**config.mk**
```make
export PLATFORM = sky130hd
export DESIGN_NAME = wtsp_fifo
export DESIGN_NICKNAME = d
export VERILOG_FILES = /design/src/design/wtsp_pkg.sv /design/src/design/wtsp_fifo.sv
export SDC_FILE = /design/constraint.sdc
export NUM_CORES = 1
export LEC_CHECK = 0
export BUFFER_PORTS_ARGS = -buffer_cell sky130_fd_sc_hd__buf_2
export CORE_MARGIN = 2
export CORE_UTILIZATION = 57
export DETAILED_ROUTE_END_ITERATION = 10
export GPL_TIMING_DRIVEN = 0
export HOLD_SLACK_MARGIN = 0.05
export PLACE_DENSITY = 0.9
export SLEW_MARGIN = 15
export SYNTH_ARGS = -nofsm -noshare
export SYNTH_HDL_FRONTEND = slang
export SYNTH_SLANG_ARGS = --single-unit
```
**constraint.sdc**
```tcl
create_clock -name i_clk -period 5.65 [get_ports i_clk]
set_clock_uncertainty 0.1 [all_clocks]
set_input_delay 0 -clock i_clk [delete_from_list [all_inputs] [get_ports i_clk]]
set_output_delay 0 -clock i_clk [all_outputs]
set_load 0.02 [all_outputs]
```
**src/design/wtsp_pkg.sv**
```systemverilog
// shared types, widths and register codes of the world-to-screen projection
// no dependencies
package wtsp_pkg;

    localparam int FRAC_BITS  = 16;
    localparam int IN_W       = 32;
    localparam int PROD_W     = 2 * IN_W;
    localparam int SUM_W      = PROD_W + 2;
    localparam int C_W        = SUM_W - FRAC_BITS + 1;
    localparam int MAG_W      = C_W;
    localparam int Q_W        = 40;
    localparam int DIV_W      = MAG_W + Q_W;
    localparam int NDC_W      = Q_W + 2;
    localparam int V_W        = IN_W + 3;
    localparam int DIM_W      = 16;
    localparam int MUL_W      = V_W + DIM_W + 1;
    localparam int CFG_W      = 64;
    localparam int CFG_IDX_W  = 3;
    localparam int FLOOR_W    = 31;
    localparam int MIDQ_DEPTH = 4;
    localparam int MIDQ_AW    = 2;
    localparam int OUTQ_DEPTH = 2;
    localparam int OUTQ_AW    = 1;
    localparam longint CLAMP_MAG = (longint'(1) << IN_W) + 2;
    localparam longint OUT_MAX   = (longint'(1) << (IN_W - 1)) - 1;
    localparam longint OUT_MIN   = -(longint'(1) << (IN_W - 1));

    typedef enum logic [CFG_IDX_W-1:0] {
        REG_ROW_X_LO = 3'd0,
        REG_ROW_X_HI = 3'd1,
        REG_ROW_Y_LO = 3'd2,
        REG_ROW_Y_HI = 3'd3,
        REG_ROW_W_LO = 3'd4,
        REG_ROW_W_HI = 3'd5,
        REG_SCREEN   = 3'd6,
        REG_FLOOR    = 3'd7
    } t_reg_idx;

    typedef struct packed {
        logic signed [IN_W-1:0] cx;
        logic signed [IN_W-1:0] cy;
        logic signed [IN_W-1:0] cz;
        logic signed [IN_W-1:0] ct;
    } t_row;

    typedef struct packed {
        t_row row_x;
        t_row row_y;
        t_row row_w;
    } t_rows;

    typedef struct packed {
        logic [DIM_W-1:0]   width;
        logic [DIM_W-1:0]   height;
        logic [FLOOR_W-1:0] floor_v;
    } t_view;

    typedef struct packed {
        logic signed [C_W-1:0] cx;
        logic signed [C_W-1:0] cy;
        logic signed [C_W-1:0] cw;
    } t_clip;

    typedef struct packed {
        logic            full;
        logic            empty;
        logic            push;
        logic            pop;
    } t_q_stat;

endpackage

```
**src/design/wtsp_fifo.sv**
```systemverilog
// short queue of clip values between the front and the back part
// depends on wtsp_pkg
module wtsp_fifo import wtsp_pkg::*; (
    input  logic    i_clk,
    input  logic    i_rst_n,
    input  logic    i_push,
    input  t_clip   i_data,
    input  logic    i_pop,
    output t_clip   o_data,
    output t_q_stat o_stat
);

    t_clip              r_mem [MIDQ_DEPTH];
    logic [MIDQ_AW-1:0] r_wr, r_rd;
    logic [MIDQ_AW:0]   r_cnt;
    logic               w_push, w_pop;

    assign o_stat.full  = (r_cnt == (MIDQ_AW+1)'(MIDQ_DEPTH));
    assign o_stat.empty = (r_cnt == '0);
    assign w_push       = i_push && !o_stat.full;
    assign w_pop        = i_pop && !o_stat.empty;
    assign o_stat.push  = w_push;
    assign o_stat.pop   = w_pop;

    // pointers and fill count
    always_ff @(posedge i_clk) begin
        if (!i_rst_n) begin
            r_wr  <= '0;
            r_rd  <= '0;
            r_cnt <= '0;
        end else begin
            if (w_push) r_wr <= r_wr + 1'b1;
            if (w_pop)  r_rd <= r_rd + 1'b1;
            r_cnt <= r_cnt + (MIDQ_AW+1)'(w_push) - (MIDQ_AW+1)'(w_pop);
        end
    end

    // storage
    always_ff @(posedge i_clk) begin
        if (w_push) r_mem[r_wr] <= i_data;
    end

    assign o_data = r_mem[r_rd];

endmodule

```
# After elaboration in Yosys (flattened, before gate mapping)

Memories as Yosys holds them, arrays and structs flattened. A register that Yosys moved wholly into a read port is not among the register bits.
Index checks and enable logic that the tools add are counted.
W data, S select, Z words.

Bits in read-only memories: 0
Output and inout bits: 157
Logic and storage cells: 18
Bits of input ports: 157
Register bits: 7
Bits in latches: 0
Bits in writable memories: 612
Memories kept: 1

Memory list:

| name  | words | bits a word | rd ports | clocked after memory_dff | wr ports | line            | text |
|---|---|---|---|---|---|---|---|
| r_mem | 4     | 153         | 1        | 1                        | 1        | wtsp_fifo.sv:13 | `t_clip r_mem [MIDQ_DEPTH];` |

Eq/ne operators: 1
Bitwise logic cells: 0
Divide/modulo/power cells: 0
Reduce and logical (&&, ||, !) cells: 5
Shift-type cells: 0
Magnitude comparators: 0
Mux-type cells: 4
Add/sub/neg operators: 4
$mul: 0

Operators with widths:

| kind                  | count |
|---|---|
| $add A2 B1 Y2 const B | 2 |
| $mux W2               | 2 |
| $add A3 B1 Y3         | 1 |
| $eq A3 B3 Y1 const B  | 1 |
| $logic_not A3 Y1      | 1 |
| $sub A3 B1 Y3         | 1 |
| $logic_and A1 B1 Y1   | 2 |
| $logic_not A1 Y1      | 2 |
| $mux W1               | 2 |

# Depth between registers and ports, before layout

Word-level depth: 5
Depth in mapped cells: 11
Mapped depth without buffers: 10

# Worst setup path after synthesis

No wires, ideal clock.

Path type: flip-flop to flip-flop
Start: reg r_cnt[2]
End: mem r_mem[0][0] (netlist name), enable pin
Period minus slack after synthesis: 5.067 ns
Data required time: 5.019 ns
Stages on the path, launching flop included: 5
Data arrival time: 4.436 ns
Setup time: 0.531 ns
Path slack: 0.583 ns
Path buffers: 1
Cell sequence: dfxtp_1 nor3b_1 nor2b_1 clkbuf_1 and2_1

RTL lines:

| what                   | line            | text |
|---|---|---|
| from (decl)            | wtsp_fifo.sv:15 | `logic [MIDQ_AW:0] r_cnt;` |
| from (signal assigned) | wtsp_fifo.sv:34 | `r_cnt <= r_cnt + (MIDQ_AW+1)'(w_push) - (MIDQ_AW+1)'(w_pop);` |
| to (decl)              | wtsp_fifo.sv:13 |  |

# Worst setup path after layout

Start: reg r_cnt[1]
End: reg r_cnt[2]

Elaborated cells on any way between the ends: 8
Those cells by class: add/sub: 2; eq/ne: 1; reduce/logical: 5

RTL lines:

| what                | line            | text |
|---|---|---|
| $logic_not A3 Y1    | wtsp_fifo.sv:19 | `assign o_stat.empty = (r_cnt == '0);` |
| $logic_not A1 Y1    | wtsp_fifo.sv:21 | `assign w_pop = i_pop && !o_stat.empty;` |
| $logic_and A1 B1 Y1 | wtsp_fifo.sv:21 |  |
| named net w_pop     | wtsp_fifo.sv:16 | `logic w_push, w_pop;` |
| $sub A3 B1 Y3       | wtsp_fifo.sv:34 |  |

The timed path passes the listed nets, and every way through them passes these cells.
A chain may end at the register's enable or synchronous reset.

==> impl_metrics.yaml <==
layout:
  final_nets: 1640
  final_design_area_no_fill_mm2: 0.0294
  layout.area.seq_mm2: 0.0186
  fillCellCount: 1960
  antennaDiodeCount: 0
  layout-area-overhead-vs-synth_pct: 30.3
  multiInputGateArea_mm2: 0.00372
  drive_above_1_share_pct: 39.1
  utilization_pct: 75.6
timing:
  timing.final.crit_share_pct: 54.3
  hold_viol_final: 0
  grt_setup_unrepaired: "false"
  timing.max_slew.rel_slack_pct: 41.6
  setup_violation_total_in_the_final_timing_report: 0
  finalWorstPathRequiredPeriod_ns: 3.07
  final.setup.worst_slack_ns: 2.58
  hold_ws_ns: 0.0483
  maxClockFrequency_ghz: 0.326
  setup_tns_ns: 0
  worst_slew_pin_slew_ns: 0.870
  timing_max_transition_violations_final: 0
global_routing:
  antenna_violations_before_repair: 0
  global_route_met3_usage_pct: 5.23
  global_route.peak_usage_layer: "met2"
  use_met1_pct: 34.3
  grt_overflow: 0
  number_of_global_route_vias_before_repair: 13100
  groute.usage.overall_pct: 27.6
  first_pass_grt_wire_length_um: 82900
  groute.layer.met2.usage_pct: 49.2
  grt_start_max_net_pins: 53
placement:
  io_buffer_count: 312
  dp_hpwl_um: 28300
  place_congestion: 0.717
  pre_cts_slack_ns: 2.94
  dpl_cell_area_mm2: 0.0250
clock_network:
  cts_buffers: 57
  clk_transition_reported_paths_ns: 0.07
  post_cts_resized: 0
  worstSkewPairLatency_ns: 0.61
  clock_sink_count: 621
  cts_max_level: 2
  tritoncts_clock_tree: "built"
  clockRootBuffer: "sky130_fd_sc_hd__clkbuf_16"
  cts.path.max_buffers: 3
floorplan:
  initial_core_util_pct: 58.0
  dieWidth_um: 203
  dieArea_mm2: 0.0411
  ios: 314
  die-height_um: 203
  core.rowCount: 72
  core_region_area_mm2: 0.0388
route:
  route.detailed.wl_per_inst_um: 27.3
  via_count: 11900
  route.final.wire_length_um: 55700
  vias_per_cell: 5.86
  dr.pass1.iters: 6
  drt_first_iter_violations: 1126
  detail_route.drc_violations: 0
  post_drt_antenna_nets: 0
setup_path:
  timing.critical_path.arrival_ns: 3.46
  critical_path.max_fanout: 5
  critical_path_required_ns: 6.04
  worst_setup_path_start_kind: "flip-flop"
  crit_type: "flip-flop to flip-flop"
  critical_path.endpoint_type: "flip-flop"
job:
  max_cap_violations: 0
min_path:
  hold_class: "input pin to flip-flop"
synthesis:
  syn-num-nets: 1016
  syn_inst: 852
  postSynthAreaPerCell_um2: 26.4
  synth.ff_latch_count: 621
  ys_seq_area_share_pct: 82.4
  syn-cell-area_mm2: 0.0225
  synth_warnings: 0
  yosys.cell_types.count: 22
pwr:
  p_leak_nw: 10.1
  vdd_drop_max_mv: 0.500
  power_density_mw_per_mm2: 438
run_status:
  run_status: "finished clean"
## path summary, 6_finish.rpt
path,from,endpoint,slack (ns),depth (start not counted)
hold reg to reg,r_wr[0],r_wr[0],0.43,2
hold / removal,i_data[69],r_mem[3][69],0.05,2
setup / recovery,r_cnt[1],r_cnt[2],2.58,9
setup reg to reg,r_cnt[1],r_cnt[2],2.58,9
## critical path, stage by stage (launching register included)
cell                      delay (ns)
sky130_fd_sc_hd__dfxtp_1        0.35
sky130_fd_sc_hd__nor3_1         0.73
sky130_fd_sc_hd__nor2b_1        0.27
sky130_fd_sc_hd__ha_1           0.38
sky130_fd_sc_hd__inv_1          0.05
sky130_fd_sc_hd__ha_1           0.19
sky130_fd_sc_hd__fa_1           0.43
sky130_fd_sc_hd__xnor2_1        0.16
sky130_fd_sc_hd__xnor2_1        0.13
sky130_fd_sc_hd__and2_1         0.17
## sequential cells by signal, indices dropped and copies added (netlist names), named ones only
register and flops:
r_mem 612, r_cnt 3, r_rd 2, r_wr 2
## layout make-up
cell class                      count  area share, %
Sequential cell                   621           63.2
Timing Repair Buffer              565           14.5
Multi-Input combinational cell    187           12.7
Clock buffer                       69           5.16
Tap cell                          518           2.21
Clock inverter                     34           1.33
Buffer                             38          0.814
Inverter                            6         0.0767
## cells by family (layout without fill, tap and decap cells)
group	Yosys count	after routing	share of synthesized area, %
compound gates	4	4	0.100
buf+inv	44	712	1.16
flops	621	621	82.4
xor+xnor	2	2	0.0778
mux	155	155	15.4
simple gates	19	19	0.483
fa+ha+maj	7	7	0.422
## where the power goes
group	internal, mW	total, mW	switching, mW
Clock	2.27	3.97	1.70
Combinational	1.32	3.16	1.85
Sequential	5.58	5.73	0.150
## synthesized netlist by cell type
cell type,instances,share of area (%)
sky130_fd_sc_hd__nand2_1,6,0.10
sky130_fd_sc_hd__nor2b_1,2,0.056
sky130_fd_sc_hd__inv_1,6,0.10
sky130_fd_sc_hd__fa_1,1,0.089
sky130_fd_sc_hd__dfxtp_1,9,0.80
sky130_fd_sc_hd__buf_4,2,0.067
sky130_fd_sc_hd__nor3b_1,1,0.033
sky130_fd_sc_hd__or3_1,1,0.028
sky130_fd_sc_hd__mux4_2,153,15
sky130_fd_sc_hd__clkbuf_1,8,0.13
sky130_fd_sc_hd__buf_6,9,0.45
sky130_fd_sc_hd__nor3_1,1,0.022
sky130_fd_sc_hd__or4bb_1,1,0.050
sky130_fd_sc_hd__xnor2_1,2,0.078
sky130_fd_sc_hd__o21ai_0,3,0.067
sky130_fd_sc_hd__a21boi_0,1,0.033
sky130_fd_sc_hd__and2_1,7,0.19
sky130_fd_sc_hd__edfxtp_1,612,82
sky130_fd_sc_hd__buf_2,17,0.38
sky130_fd_sc_hd__buf_1,2,0.033
sky130_fd_sc_hd__mux2i_1,2,0.089
sky130_fd_sc_hd__ha_1,6,0.33
## metrics by stage
step,std cells,power [mW]
detailed placement,1694,8.75
floorplan,852,7.77
global placement,1682,8.71
global route,2038,13.3
CTS,2038,12.8
finish,2038,12.9
## layer usage
metal	up-vias	share of wire, %
li1	4931	-
met1	6210	35
met2	702	54
met3	105	7.9
met4	0	3.0
met5	-	0
## cell usage in the layout (no fill, tap or decap), drive strengths merged, types with 2 or more instances in the layout
master       count
and2             7
buf            354
bufinv           8
clkbuf          77
clkinv          16
clkinvlp         8
dfxtp            9
dlygate4sd3    241
edfxtp         612
ha               6
inv              8
mux2i            2
mux4           153
nand2            6
nor2b            2
o21ai            3
xnor2            2
## timing repair
item	4_1_cts	5_1_grt
hold endpoints to repair	621	0
hold buffers	241	0
setup buffers	0	0
No activity file was read; power rests on OpenSTA's default activity.
